**src/design/stepper_ramp_pulse_generator_macros.svh**
```systemverilog
// ----------------------------------------------------------------------------
// stepper ramp pulse generator assertion macros
// implication and invariant checks, compiled out with NO_ASSERTIONS
// ----------------------------------------------------------------------------
`ifndef STEPPER_RAMP_PULSE_GENERATOR_MACROS_SVH
`define STEPPER_RAMP_PULSE_GENERATOR_MACROS_SVH

`ifndef NO_ASSERTIONS

// antecedent implies consequent in the same cycle
`define SRPG_ASSERT_SAME(label, clk, rst, ante, cons) \
   label: assert property (@(posedge clk) disable iff (rst) (ante) |-> (cons)) \
      else $error("srpg same-cycle check failed");

// antecedent implies consequent in the next cycle
`define SRPG_ASSERT_NEXT(label, clk, rst, ante, cons) \
   label: assert property (@(posedge clk) disable iff (rst) (ante) |=> (cons)) \
      else $error("srpg next-cycle check failed");

`else

`define SRPG_ASSERT_SAME(label, clk, rst, ante, cons)
`define SRPG_ASSERT_NEXT(label, clk, rst, ante, cons)

`endif

`endif

```
**src/design/srpg_pkg.sv**
```systemverilog
// ----------------------------------------------------------------------------
// srpg_pkg
// shared constants, register indexes and types of the stepper ramp generator
// ----------------------------------------------------------------------------
package srpg_pkg;

   localparam int COUNT_BITS_DEFAULT    = 24;
   localparam int FRACTION_BITS_DEFAULT = 8;

   localparam int DELAY_BITS     = 32;
   localparam int STEP_BITS      = 24;
   localparam int RAMP_BITS      = 24;
   localparam int CSR_INDEX_BITS = 3;

   localparam logic [CSR_INDEX_BITS-1:0] CSR_MIN_HALF_PERIOD = 3'd0;
   localparam logic [CSR_INDEX_BITS-1:0] CSR_MAX_HALF_PERIOD = 3'd1;
   localparam logic [CSR_INDEX_BITS-1:0] CSR_DELAY_STEP      = 3'd2;
   localparam logic [CSR_INDEX_BITS-1:0] CSR_RAMP_STEPS      = 3'd3;
   localparam logic [CSR_INDEX_BITS-1:0] CSR_CONSTANT_SPEED  = 3'd4;

   localparam logic OP_MOVE = 1'b0;
   localparam logic OP_TICK = 1'b1;

   localparam logic [DELAY_BITS-1:0] MIN_HALF_PERIOD_RESET = 32'd256000;
   localparam logic [DELAY_BITS-1:0] MAX_HALF_PERIOD_RESET = 32'd25600000;
   localparam logic [DELAY_BITS-1:0] DELAY_STEP_RESET      = 32'd256;
   localparam logic [RAMP_BITS-1:0]  RAMP_STEPS_RESET      = 24'd99000;
   localparam logic                  CONSTANT_SPEED_RESET  = 1'b0;

   typedef struct packed {
      logic [DELAY_BITS-1:0] min_half_period;
      logic [DELAY_BITS-1:0] max_half_period;
      logic [DELAY_BITS-1:0] delay_step;
      logic [RAMP_BITS-1:0]  ramp_steps;
      logic                  constant_speed;
   } srpg_cfg_type;

endpackage

```
**src/design/srpg_delay_adjust.sv**
```systemverilog
// ----------------------------------------------------------------------------
// srpg_delay_adjust
// half period update at the end of each step: accelerate, clamp, decelerate
// ----------------------------------------------------------------------------
module srpg_delay_adjust #(
   parameter int COUNT_BITS = srpg_pkg::COUNT_BITS_DEFAULT
) (
   input  srpg_pkg::srpg_cfg_type            cfg,
   input  logic [srpg_pkg::DELAY_BITS-1:0]   cur_delay,
   input  logic                              flat,
   input  logic [COUNT_BITS-1:0]             step_index,
   input  logic [COUNT_BITS-1:0]             move_length,
   input  logic [COUNT_BITS-2:0]             halfway_point,
   output logic [srpg_pkg::DELAY_BITS-1:0]   next_delay
);
   import srpg_pkg::*;

   localparam int DW = ((COUNT_BITS > RAMP_BITS) ? COUNT_BITS : RAMP_BITS) + 1;

   logic [DW-1:0] idx_w;
   logic [DW-1:0] len_w;
   logic [DW-1:0] half_w;
   logic [DW-1:0] ramp_w;
   logic [DW-1:0] tail_w;
   logic          tail_borrow;
   logic          add_en;
   logic [DELAY_BITS-1:0] d_acc;
   logic [DELAY_BITS-1:0] d_clamp;
   logic [DELAY_BITS:0]   d_sum;
   logic [DELAY_BITS-1:0] d_add;

   assign idx_w       = DW'(step_index);
   assign len_w       = DW'(move_length);
   assign half_w      = DW'(halfway_point);
   assign ramp_w      = DW'(cfg.ramp_steps);
   assign tail_borrow = len_w < ramp_w;
   assign tail_w      = len_w - ramp_w;

   always_comb begin
      // acceleration phase
      if ((cur_delay > cfg.min_half_period) && (idx_w < half_w)) begin
         d_acc = (cur_delay > cfg.delay_step) ? (cur_delay - cfg.delay_step) : '0;
      end else begin
         d_acc = cur_delay;
      end
      d_clamp = (d_acc < cfg.min_half_period) ? cfg.min_half_period : d_acc;

      // deceleration phase
      if (flat) begin
         add_en = !tail_borrow && (idx_w > tail_w);
      end else begin
         add_en = idx_w > half_w;
      end
      d_sum = {1'b0, d_clamp} + {1'b0, cfg.delay_step};
      if (add_en) begin
         d_add = d_sum[DELAY_BITS] ? '1 : d_sum[DELAY_BITS-1:0];
      end else begin
         d_add = d_clamp;
      end

      if (!flat && (d_add > cfg.max_half_period)) begin
         next_delay = cfg.max_half_period;
      end else begin
         next_delay = d_add;
      end
   end

endmodule

```
**src/design/stepper_ramp_pulse_generator.sv**
```systemverilog
// ----------------------------------------------------------------------------
// stepper_ramp_pulse_generator: registered result, valid in the cycle after a request is accepted
// throughput 1 request per cycle unless stalled, one result register with stall backpressure
// synchronous active-high reset clears move state and result valid, config to defaults
// ----------------------------------------------------------------------------
`include "stepper_ramp_pulse_generator_macros.svh"

module stepper_ramp_pulse_generator #(
   parameter int COUNT_BITS    = srpg_pkg::COUNT_BITS_DEFAULT,
   parameter int FRACTION_BITS = srpg_pkg::FRACTION_BITS_DEFAULT
) (
   input  logic                                  clock,
   input  logic                                  reset,

   input  logic                                  req_valid,
   output logic                                  req_stall,
   input  logic                                  req_op,
   input  logic signed [srpg_pkg::STEP_BITS-1:0] req_step_count,

   output logic                                  rsp_valid,
   input  logic                                  rsp_stall,
   output logic                                  rsp_step_level,
   output logic                                  rsp_dir_level,
   output logic                                  rsp_busy_res,
   output logic                                  rsp_move_done,

   input  logic                                  csr_valid,
   output logic                                  csr_ready,
   input  logic [srpg_pkg::CSR_INDEX_BITS-1:0]   csr_index,
   input  logic [srpg_pkg::DELAY_BITS-1:0]       csr_data
);
   import srpg_pkg::*;

   localparam int MW = (COUNT_BITS > STEP_BITS) ? COUNT_BITS : STEP_BITS;
   localparam int FW = (COUNT_BITS > STEP_BITS + 1) ? COUNT_BITS : STEP_BITS + 1;
   localparam logic [COUNT_BITS-1:0] COUNT_MAX   = {COUNT_BITS{1'b1}};
   localparam logic [MW-1:0]         COUNT_MAX_M = MW'(COUNT_MAX);
   localparam logic [DELAY_BITS-1:0] COUNT_MAX_D = DELAY_BITS'(COUNT_MAX);

   srpg_cfg_type cfg_ff;

   logic [COUNT_BITS-1:0] step_index_ff, step_index_in;
   logic [COUNT_BITS-1:0] move_length_ff, move_length_in;
   logic [COUNT_BITS-2:0] halfway_ff, halfway_in;
   logic [DELAY_BITS-1:0] delay_ff, delay_in;
   logic [COUNT_BITS-1:0] wait_ff, wait_in;
   logic                  phase_ff, phase_in;
   logic                  moving_ff, moving_in;
   logic                  dir_ff, dir_in;
   logic                  flat_ff, flat_in;
   logic                  done_in;

   logic                  rsp_valid_ff;
   logic                  rsp_step_level_ff;
   logic                  rsp_dir_level_ff;
   logic                  rsp_busy_res_ff;
   logic                  rsp_move_done_ff;

   logic                  accept;
   logic                  neg;
   logic [STEP_BITS-1:0]  raw;
   logic [STEP_BITS-1:0]  mag_raw;
   logic [MW-1:0]         mag_w;
   logic [COUNT_BITS-1:0] mag;
   logic                  flat_cmd;
   logic [COUNT_BITS-1:0] wait_inc;
   logic [DELAY_BITS-1:0] ticks_raw;
   logic [DELAY_BITS-1:0] ticks;
   logic                  half_end;
   logic [DELAY_BITS-1:0] adj_delay;

   assign req_stall = rsp_valid_ff && rsp_stall;
   assign accept    = req_valid && !req_stall;
   assign csr_ready = 1'b1;

   // configuration
   always_ff @(posedge clock) begin
      if (reset) begin
         cfg_ff.min_half_period <= MIN_HALF_PERIOD_RESET;
         cfg_ff.max_half_period <= MAX_HALF_PERIOD_RESET;
         cfg_ff.delay_step      <= DELAY_STEP_RESET;
         cfg_ff.ramp_steps      <= RAMP_STEPS_RESET;
         cfg_ff.constant_speed  <= CONSTANT_SPEED_RESET;
      end else if (csr_valid && csr_ready) begin
         unique case (csr_index)
            CSR_MIN_HALF_PERIOD: cfg_ff.min_half_period <= csr_data;
            CSR_MAX_HALF_PERIOD: cfg_ff.max_half_period <= csr_data;
            CSR_DELAY_STEP:      cfg_ff.delay_step      <= csr_data;
            CSR_RAMP_STEPS:      cfg_ff.ramp_steps      <= csr_data[RAMP_BITS-1:0];
            CSR_CONSTANT_SPEED:  cfg_ff.constant_speed  <= csr_data[0];
            default: ;
         endcase
      end
   end

   // move command decode
   assign raw      = req_step_count;
   assign neg      = raw[STEP_BITS-1];
   assign mag_raw  = neg ? (~raw + STEP_BITS'(1)) : raw;
   assign mag_w    = MW'(mag_raw);
   assign mag      = (mag_w > COUNT_MAX_M) ? COUNT_MAX : COUNT_BITS'(mag_w);
   assign flat_cmd = FW'(mag) > FW'({cfg_ff.ramp_steps, 1'b0});

   // tick timing
   assign wait_inc  = (wait_ff != COUNT_MAX) ? (wait_ff + COUNT_BITS'(1)) : wait_ff;
   assign ticks_raw = delay_ff >> FRACTION_BITS;
   always_comb begin
      if (ticks_raw == '0) begin
         ticks = DELAY_BITS'(1);
      end else if (ticks_raw > COUNT_MAX_D) begin
         ticks = COUNT_MAX_D;
      end else begin
         ticks = ticks_raw;
      end
   end
   assign half_end = DELAY_BITS'(wait_inc) >= ticks;

   srpg_delay_adjust #(
      .COUNT_BITS (COUNT_BITS)
   ) u_adjust (
      .cfg           (cfg_ff),
      .cur_delay     (delay_ff),
      .flat          (flat_ff),
      .step_index    (step_index_ff),
      .move_length   (move_length_ff),
      .halfway_point (halfway_ff),
      .next_delay    (adj_delay)
   );

   always_comb begin
      step_index_in  = step_index_ff;
      move_length_in = move_length_ff;
      halfway_in     = halfway_ff;
      delay_in       = delay_ff;
      wait_in        = wait_ff;
      phase_in       = phase_ff;
      moving_in      = moving_ff;
      dir_in         = dir_ff;
      flat_in        = flat_ff;
      done_in        = 1'b0;
      if (req_op == OP_MOVE) begin
         dir_in         = !neg;
         move_length_in = mag;
         halfway_in     = mag[COUNT_BITS-1:1];
         flat_in        = flat_cmd;
         delay_in       = cfg_ff.constant_speed ? cfg_ff.min_half_period
                                                : cfg_ff.max_half_period;
         step_index_in  = COUNT_BITS'(1);
         wait_in        = '0;
         phase_in       = 1'b0;
         moving_in      = mag != '0;
      end else if (moving_ff) begin
         wait_in = wait_inc;
         if (half_end) begin
            wait_in = '0;
            if (!phase_ff) begin
               phase_in = 1'b1;
            end else begin
               phase_in = 1'b0;
               delay_in = adj_delay;
               if (step_index_ff >= move_length_ff) begin
                  moving_in = 1'b0;
                  done_in   = 1'b1;
               end else begin
                  step_index_in = step_index_ff + COUNT_BITS'(1);
               end
            end
         end
      end
   end

   always_ff @(posedge clock) begin
      if (reset) begin
         step_index_ff  <= '0;
         move_length_ff <= '0;
         halfway_ff     <= '0;
         delay_ff       <= '0;
         wait_ff        <= '0;
         phase_ff       <= 1'b0;
         moving_ff      <= 1'b0;
         dir_ff         <= 1'b0;
         flat_ff        <= 1'b0;
      end else if (accept) begin
         step_index_ff  <= step_index_in;
         move_length_ff <= move_length_in;
         halfway_ff     <= halfway_in;
         delay_ff       <= delay_in;
         wait_ff        <= wait_in;
         phase_ff       <= phase_in;
         moving_ff      <= moving_in;
         dir_ff         <= dir_in;
         flat_ff        <= flat_in;
      end
   end

   // result register
   always_ff @(posedge clock) begin
      if (reset) begin
         rsp_valid_ff <= 1'b0;
      end else if (accept) begin
         rsp_valid_ff <= 1'b1;
      end else if (!rsp_stall) begin
         rsp_valid_ff <= 1'b0;
      end
   end

   always_ff @(posedge clock) begin
      if (accept) begin
         rsp_step_level_ff <= phase_in;
         rsp_dir_level_ff  <= dir_in;
         rsp_busy_res_ff   <= moving_in;
         rsp_move_done_ff  <= done_in;
      end
   end

   assign rsp_valid      = rsp_valid_ff;
   assign rsp_step_level = rsp_step_level_ff;
   assign rsp_dir_level  = rsp_dir_level_ff;
   assign rsp_busy_res   = rsp_busy_res_ff;
   assign rsp_move_done  = rsp_move_done_ff;

   `SRPG_ASSERT_SAME(a_done_not_busy, clock, reset, rsp_valid_ff && rsp_move_done_ff, !rsp_busy_res_ff)
   `SRPG_ASSERT_SAME(a_index_in_range, clock, reset, moving_ff, step_index_ff <= move_length_ff)
   `SRPG_ASSERT_NEXT(a_move_starts_low, clock, reset, accept && (req_op == OP_MOVE), !phase_ff && (wait_ff == '0))
   `SRPG_ASSERT_NEXT(a_idle_tick_holds, clock, reset, accept && (req_op == OP_TICK) && !moving_ff, $stable(phase_ff) && $stable(delay_ff))

endmodule

```
**config.mk**
```make
export PLATFORM = sky130hd
export DESIGN_NAME = stepper_ramp_pulse_generator
export DESIGN_NICKNAME = d
export VERILOG_FILES = /design/src/design/srpg_pkg.sv /design/src/design/srpg_delay_adjust.sv /design/src/design/stepper_ramp_pulse_generator.sv
export VERILOG_INCLUDE_DIRS = /design/src /design/src/design
export SDC_FILE = /design/constraint.sdc
export NUM_CORES = 1
export LEC_CHECK = 0
export BUFFER_PORTS_ARGS = -buffer_cell sky130_fd_sc_hd__buf_4
export CORE_MARGIN = 1
export CORE_UTILIZATION = 28
export CTS_BUF_LIST = sky130_fd_sc_hd__clkbuf_16
export CTS_CLUSTER_SIZE = 25
export DETAILED_ROUTE_END_ITERATION = 10
export PLACE_DENSITY = 0.54
export SYNTH_ARGS = -nofsm -noshare
export SYNTH_HDL_FRONTEND = slang
export SYNTH_SLANG_ARGS = --single-unit
```
**constraint.sdc**
```tcl
create_clock -name clock -period 30.6 [get_ports clock]
set_input_delay 3.06 -clock clock [delete_from_list [all_inputs] [get_ports clock]]
set_output_delay 3.06 -clock clock [all_outputs]
set_load 0.05 [all_outputs]
```
==> reports/qor.txt, run 1 <==
Max VDD drop: 0.000268 V
Syn Std Cell Area: 21800 um^2
Starting density of the core: 28.5%
Post-synthesis sequential area ratio: 21.7%
Die height: 281 um
Critical path type: reg -> reg
Syn Nets: 3279
Yosys reg bits: 234
Final #Nets: 3281
Mux cell area share after synthesis: 3.32%
Ports: 72
Post-synth top area share: 21.2%
Postcts setup bufs: 0
Slowest CP cell: nor4_1
CP endpoint kind: flip-flop
Die area: 78800 um^2
CTS tree: done
Final slew viol count: 0
First-pass GRT wire length: 125000 um
Final min period: 13.72 ns
IO buf count: 70
GR Util All Layers: 20.5%
Synth Flop Type: dfxtp_1
Count of different cell masters after synthesis: 94
Via count: 21800
Max-cap violations: 0
Final Power: 3150 uW
Row cnt: 101
Number of global-route vias before repair: 20300
DRC viols: 0
Ys Warns: 0
Synth area leaders: dfxtp_1 21%, ha_1 17%, nand2_1 7.3%
Worst skew pair latency: 0.59 ns
Vias per cell: 5.51
Max FO, Critical Path: 34
Avg Inst Size Synth: 7.49 um^2
Largest net degree at the start of global routing: 79
Number of synthesized flops with an enable pin: 4
Setup TNS: 0 ns
Unrepaired setup endpoints after global routing: no
CTS buffer count: 30
Max incr delay on CP: 0.87 ns
Hold Fails Final Rpt: 0
Core box area: 76500 um^2
Mapped Cells: 2907
Fin Clk Skew: 0.0104 ns
Die X: 281 um
PD cells: 130 nW/um^2
Top-count cell post-synth: nand2_1
Relative slew slack: 28.0%
Async SR Flop Fraction: 0%
Final setup fails: 0
Run status: completed
Drt total wl: 82900 um
Area after DPL: 23300 um^2
Xor and xnor area share after synthesis: 4.67%
Post-CTS sizing: 0
Post-Synth Simple-Gate Area: 20.7%
Placer Congestion: 1.01
Hold Crit Class: reg -> reg
CTS Buffer Depth: 3
Cell taking the most area after synthesis: dfxtp_1
Worst-Margin Slew: 1.08 ns
Post-synthesis adder-cell area fraction: 17.8%
Crit-path most repeated cell: ha_1
Grt total ovfl: 0
Synth cell count leaders: 423 x nand2_1, 304 x ha_1, 299 x a21oi_1
Fin crit share: 44.8%
Root buffer cell: clkbuf_16
Htree depth: 1
CTS Sinks: 234
Design area: 24300 um^2
Worst EP required: 31.08 ns
DRT Pass-1 Iters: 6
Fmax: 0.0729 GHz
CP arrival: 14.20 ns
Reg clk slew, reported paths: 0.06 ns
Worst Setup Start Kind: flip-flop
CTS Hold Bufs: 0
Leak: 0.00999 uW
1st-iter DRT viols: 2095
Detailed Place HPWL: 63700 um
Largest family of logic cells by synthesized area: compound AO/OA/AOI/OAI gates
Antenna cell count: 0
Wire length per cell: 20.9 um
Layout area overhead: 11.4%
Compound-Gate Fraction of Synth Area: 25.1%
Share of cells above drive strength 1: 7.51%
Remaining antenna violation count after routing: 0
Initial antenna violation count: 2
-- layer usage --
layer  share of wire [%]  vias up  track usage [%]  wire (um)
li1                    -    10500                -          -
met4                 3.3        4             6.74       2750
met3                 7.0      132             2.86       5820
met5               0.033        -                0         27
met2                  43      816             31.8      35700
met1                  47    10300             29.0      38600
-- final cells by class --
| cell class | instances | area, um^2 |
|---|---|---|
| Tap cell | 1030 | 1290 |
| Sequential cell | 234 | 4720 |
| Multi-Input combinational cell | 2294 | 15600 |
| Timing Repair Buffer | 100 | 754 |
| Fill cell | 8332 | 52200 |
| Clock inverter | 22 | 156 |
| Inverter | 249 | 935 |
| Clock buffer | 31 | 776 |
-- cells by family (layout without fill, tap and decap cells) --
kind of cell             count (synthesis)  count (layout)
AO/OA/AOI/OAI                          840             840
buffers and inverters                  379             402
flip-flops                             234             234
XOR/XNOR                               116             116
AND/OR/NAND/NOR                        961             961
multiplexers                            69              69
other                                    1               1
adder cells (fa/ha/maj)                307             307
-- registers in the layout (all words and copies together) (netlist names), 24 cells and up --
name            count
delay_ff           32
step_index_ff      24
cfg_ff            121
move_length_ff     24
wait_ff            24
-- report_power, final --
group	total, uW	switching (uW)	internal [uW]	leakage [uW]
logic	2450	1610	835	0.00761
clock network	349	151	198	0.000477
registers	352	28.9	323	0.00190
-- placed cells by master (no fill, tap or decap), drive strengths merged, types with 10 or more instances in the layout --
| cell type | n |
|---|---|
| a21o | 59 |
| mux2 | 13 |
| and2 | 16 |
| clkbuf | 31 |
| and3 | 18 |
| a211oi | 31 |
| o31ai | 30 |
| o211ai | 41 |
| and4 | 14 |
| inv | 253 |
| nand4 | 70 |
| a31o | 15 |
| xor2 | 48 |
| o41ai | 12 |
| a221oi | 10 |
| or2 | 27 |
| ha | 304 |
| a311oi | 14 |
| nand3 | 66 |
| nor3 | 77 |
| a22oi | 32 |
| nor2b | 21 |
| nand2b | 27 |
| nor4 | 21 |
| o22ai | 37 |
| dfxtp | 230 |
| buf | 100 |
| a31oi | 23 |
| o21a | 19 |
| xnor2 | 68 |
| nand2 | 423 |
| clkinv | 16 |
| mux2i | 56 |
| a21oi | 301 |
| o21ai | 113 |
| nor2 | 150 |
-- worst paths after layout --
kind                        startpoint                        end  slack [ns]  cells past startpoint
min reg2reg    cfg_ff[14]$_SDFFE_PP0P_    cfg_ff[14]$_SDFFE_PP0P_        0.45                      2
max          delay_ff[15]$_SDFFE_PP0P_  delay_ff[31]$_SDFFE_PP0P_       16.88                     38
min            cfg_ff[14]$_SDFFE_PP0P_    cfg_ff[14]$_SDFFE_PP0P_        0.45                      2
max reg2reg  delay_ff[15]$_SDFFE_PP0P_  delay_ff[31]$_SDFFE_PP0P_       16.88                     38
-- metrics by stage --
stage          instances  util (%)  hold slack [ns]  setup slack, ns
4_1_cts             3960      31.7            0.455            17.34
3_5_place_dp        3907      30.5            0.446            17.37
5_1_grt             3960      31.7            0.476            16.50
2_1_floorplan       2907         -            0.436            20.44
3_3_place_gp        3907      30.5            0.443            17.58
6_report            3960      31.7            0.454            16.88
-- critical path: cells and delay by family (launching register included) --
family | cells | cell delay (ns)
adders and majority gates | 4 | 1.45
buffers and inverters | 4 | 0.74
and+or+nand+nor | 17 | 6.27
DFF | 1 | 0.42
muxes | 1 | 0.43
AOI/OAI and AO/OA | 12 | 4.25
Note: power is estimated with default switching activity, not from simulation.
==> run 2: changes to the inputs <==
==> constraint.sdc (replaced) <==
create_clock -name clock -period 13.7 [get_ports clock]
set_input_delay 1.37 -clock clock [delete_from_list [all_inputs] [get_ports clock]]
set_output_delay 1.37 -clock clock [all_outputs]
set_load 0.05 [all_outputs]
==> reports/qor.txt, run 2 (synthesis gave the netlist of run 1 again) <==
Unrepaired setup endpoints after global routing: no
Top Registers: cfg_ff: 121 flops, delay_ff: 32 flops
PD cells: 293 nW/um^2
Remaining antenna violation count after routing: 0
HP Start: cfg_ff[11]$_SDFFE_PP0P_
Switching Share: 56.3%
Setup TNS: 0 ns
CP endpoint kind: flip-flop
Detailed Place HPWL: 64200 um
Fin Clk Skew: 0.0446 ns
CTS tree: done
Ports: 72
Final Power: 7110 uW
CTS Buffer Depth: 3
Reg2reg setup slack: 0.65 ns
Final setup fails: 0
CTS Hold Bufs: 0
Hold Path Cell Cnt: 2
CTS Sinks: 234
First-pass GRT wire length: 125000 um
Grt total ovfl: 0
Register area: 4720 um^2
Initial antenna violation count: 1
Final min period: 13.05 ns
Wire length per cell: 20.9 um
Largest net degree at the start of global routing: 68
Crit-path most repeated cell: ha_1
Number of global-route vias before repair: 20000
Max VDD drop: 0.000631 V
Multi-input logic area: 15600 um^2
R2R Path Start: cfg_ff[48]$_SDFFE_PP0P_
Via count: 21700
DRT Pass-1 Iters: 5
Leak: 0.0100 uW
Max FO, Critical Path: 34
Max-cap violations: 0
Clock power frac: 11.3%
Pre-CTS WS: 1.05 ns
Reg clk slew, reported paths: 0.06 ns
Htree depth: 1
Worst EP required: 14.21 ns
Relative slew slack: 24.2%
Die height: 281 um
Postcts setup bufs: 0
Biggest register: cfg_ff
Worst Hold Path EP: cfg_ff[11]$_SDFFE_PP0P_
Die area: 78800 um^2
Core box area: 76500 um^2
Reg2Reg Depth: 40
Max incr delay on CP: 0.73 ns
Starting density of the core: 28.5%
Run status: completed
Fmax: 0.0766 GHz
Slowest CP cell: or4_1
Final WS setup: 0.650 ns
NetSw: 4000 uW
Commonest non-fill, non-tap cells in the layout: 423 x nand2_1, 304 x ha_1, 298 x a21oi_1
Worst skew pair latency: 0.61 ns
Row cnt: 101
Placer Congestion: 1.00
Hold Fails Final Rpt: 0
GR Util All Layers: 20.5%
Final slew viol count: 0
R2r endpoint: delay_ff[30]$_SDFFE_PP0P_
Worst Setup Start Kind: flip-flop
Commonest non-fill, non-tap cell in the layout: nand2_1
Layout area overhead: 11.7%
Seq pwr share: 11.0%
DRC viols: 0
Hold Crit Class: reg -> reg
Worst-Margin Slew: 1.14 ns
Internal power: 3110 uW
Share of cells above drive strength 1: 7.50%
Design area: 24300 um^2
Area after DPL: 23300 um^2
Fill cells: 8329
IO buf count: 70
Final #Nets: 3281
Critical path type: reg -> reg
Final Hold Slack: 0.456 ns
Drt total wl: 82800 um
Vias per cell: 5.48
CP arrival: 13.56 ns
Gate power share: 77.7%
CTS buffer count: 29
1st-iter DRT viols: 2034
Die X: 281 um
Max reg flops: 121
Fin crit share: 95.3%
Post-CTS sizing: 0
Root buffer cell: clkbuf_16
==> run 2: worst max-delay path by stage <==
stage,depth (start not counted),startpoint,to,slack (ns)
after floorplan,50,delay_ff[0]$_SDFFE_PP0P_,delay_ff[31]$_SDFFE_PP0P_,3.54
after global placement,42,cfg_ff[48]$_SDFFE_PP0P_,delay_ff[30]$_SDFFE_PP0P_,1.18
after detailed placement,41,cfg_ff[48]$_SDFFE_PP0P_,delay_ff[30]$_SDFFE_PP0P_,1.05
after CTS,41,cfg_ff[48]$_SDFFE_PP0P_,delay_ff[30]$_SDFFE_PP0P_,0.98
after global routing,43,cfg_ff[48]$_SDFFE_PP0P_,delay_ff[30]$_SDFFE_PP0P_,0.07
final,40,cfg_ff[48]$_SDFFE_PP0P_,delay_ff[30]$_SDFFE_PP0P_,0.65
==> run 2: worst max-delay path, delay by kind of cell, from the launching register on <==
kind                     cells  cell delay [ns]
AO/OA/AOI/OAI               19             5.90
AND/OR/NAND/NOR             12             4.20
adder cells (fa/ha/maj)      4             1.38
buffers and inverters        4             0.63
flip-flops                   1             0.43
multiplexers                 1             0.38
==> run 2: final cells by class <==
type                    instances  share of cell area [%]
repair buffers                101                    3.19
multi-input cells            2294                    64.3
clock buffers                  29                    2.99
inverters                     249                    3.85
flip-flops and latches        234                    19.4
well taps                    1030                    5.30
clock inverters                25                   0.932
diodes                          1                  0.0103
==> run 2: power by group through the flow <==
stage / logic [uW] / clock network [uW] / registers, uW
global placement: 5410 / 0 / 797
CTS: 5370 / 814 / 782
detailed placement: 5340 / 0 / 797
global route: 5970 / 845 / 786
finish: 5530 / 800 / 783
floorplan: 3850 / 0 / 769
==> run 2: per-layer routing <==
layer | GRT usage [%] | routed length (um) | vias up
li1 | - | - | 10500
met1 | 28.9 | 38900 | 10300
met2 | 32.0 | 35900 | 751
met3 | 2.64 | 5380 | 112
met4 | 6.45 | 2620 | 2
met5 | 0 | 13 | -
==> run 2: stage by stage <==
step	utilization [%]	cells
6_report	31.8	3963
5_1_grt	31.8	3962
4_1_cts	31.8	3962
3_5_place_dp	30.5	3908
3_3_place_gp	30.5	3908
2_1_floorplan	-	2907
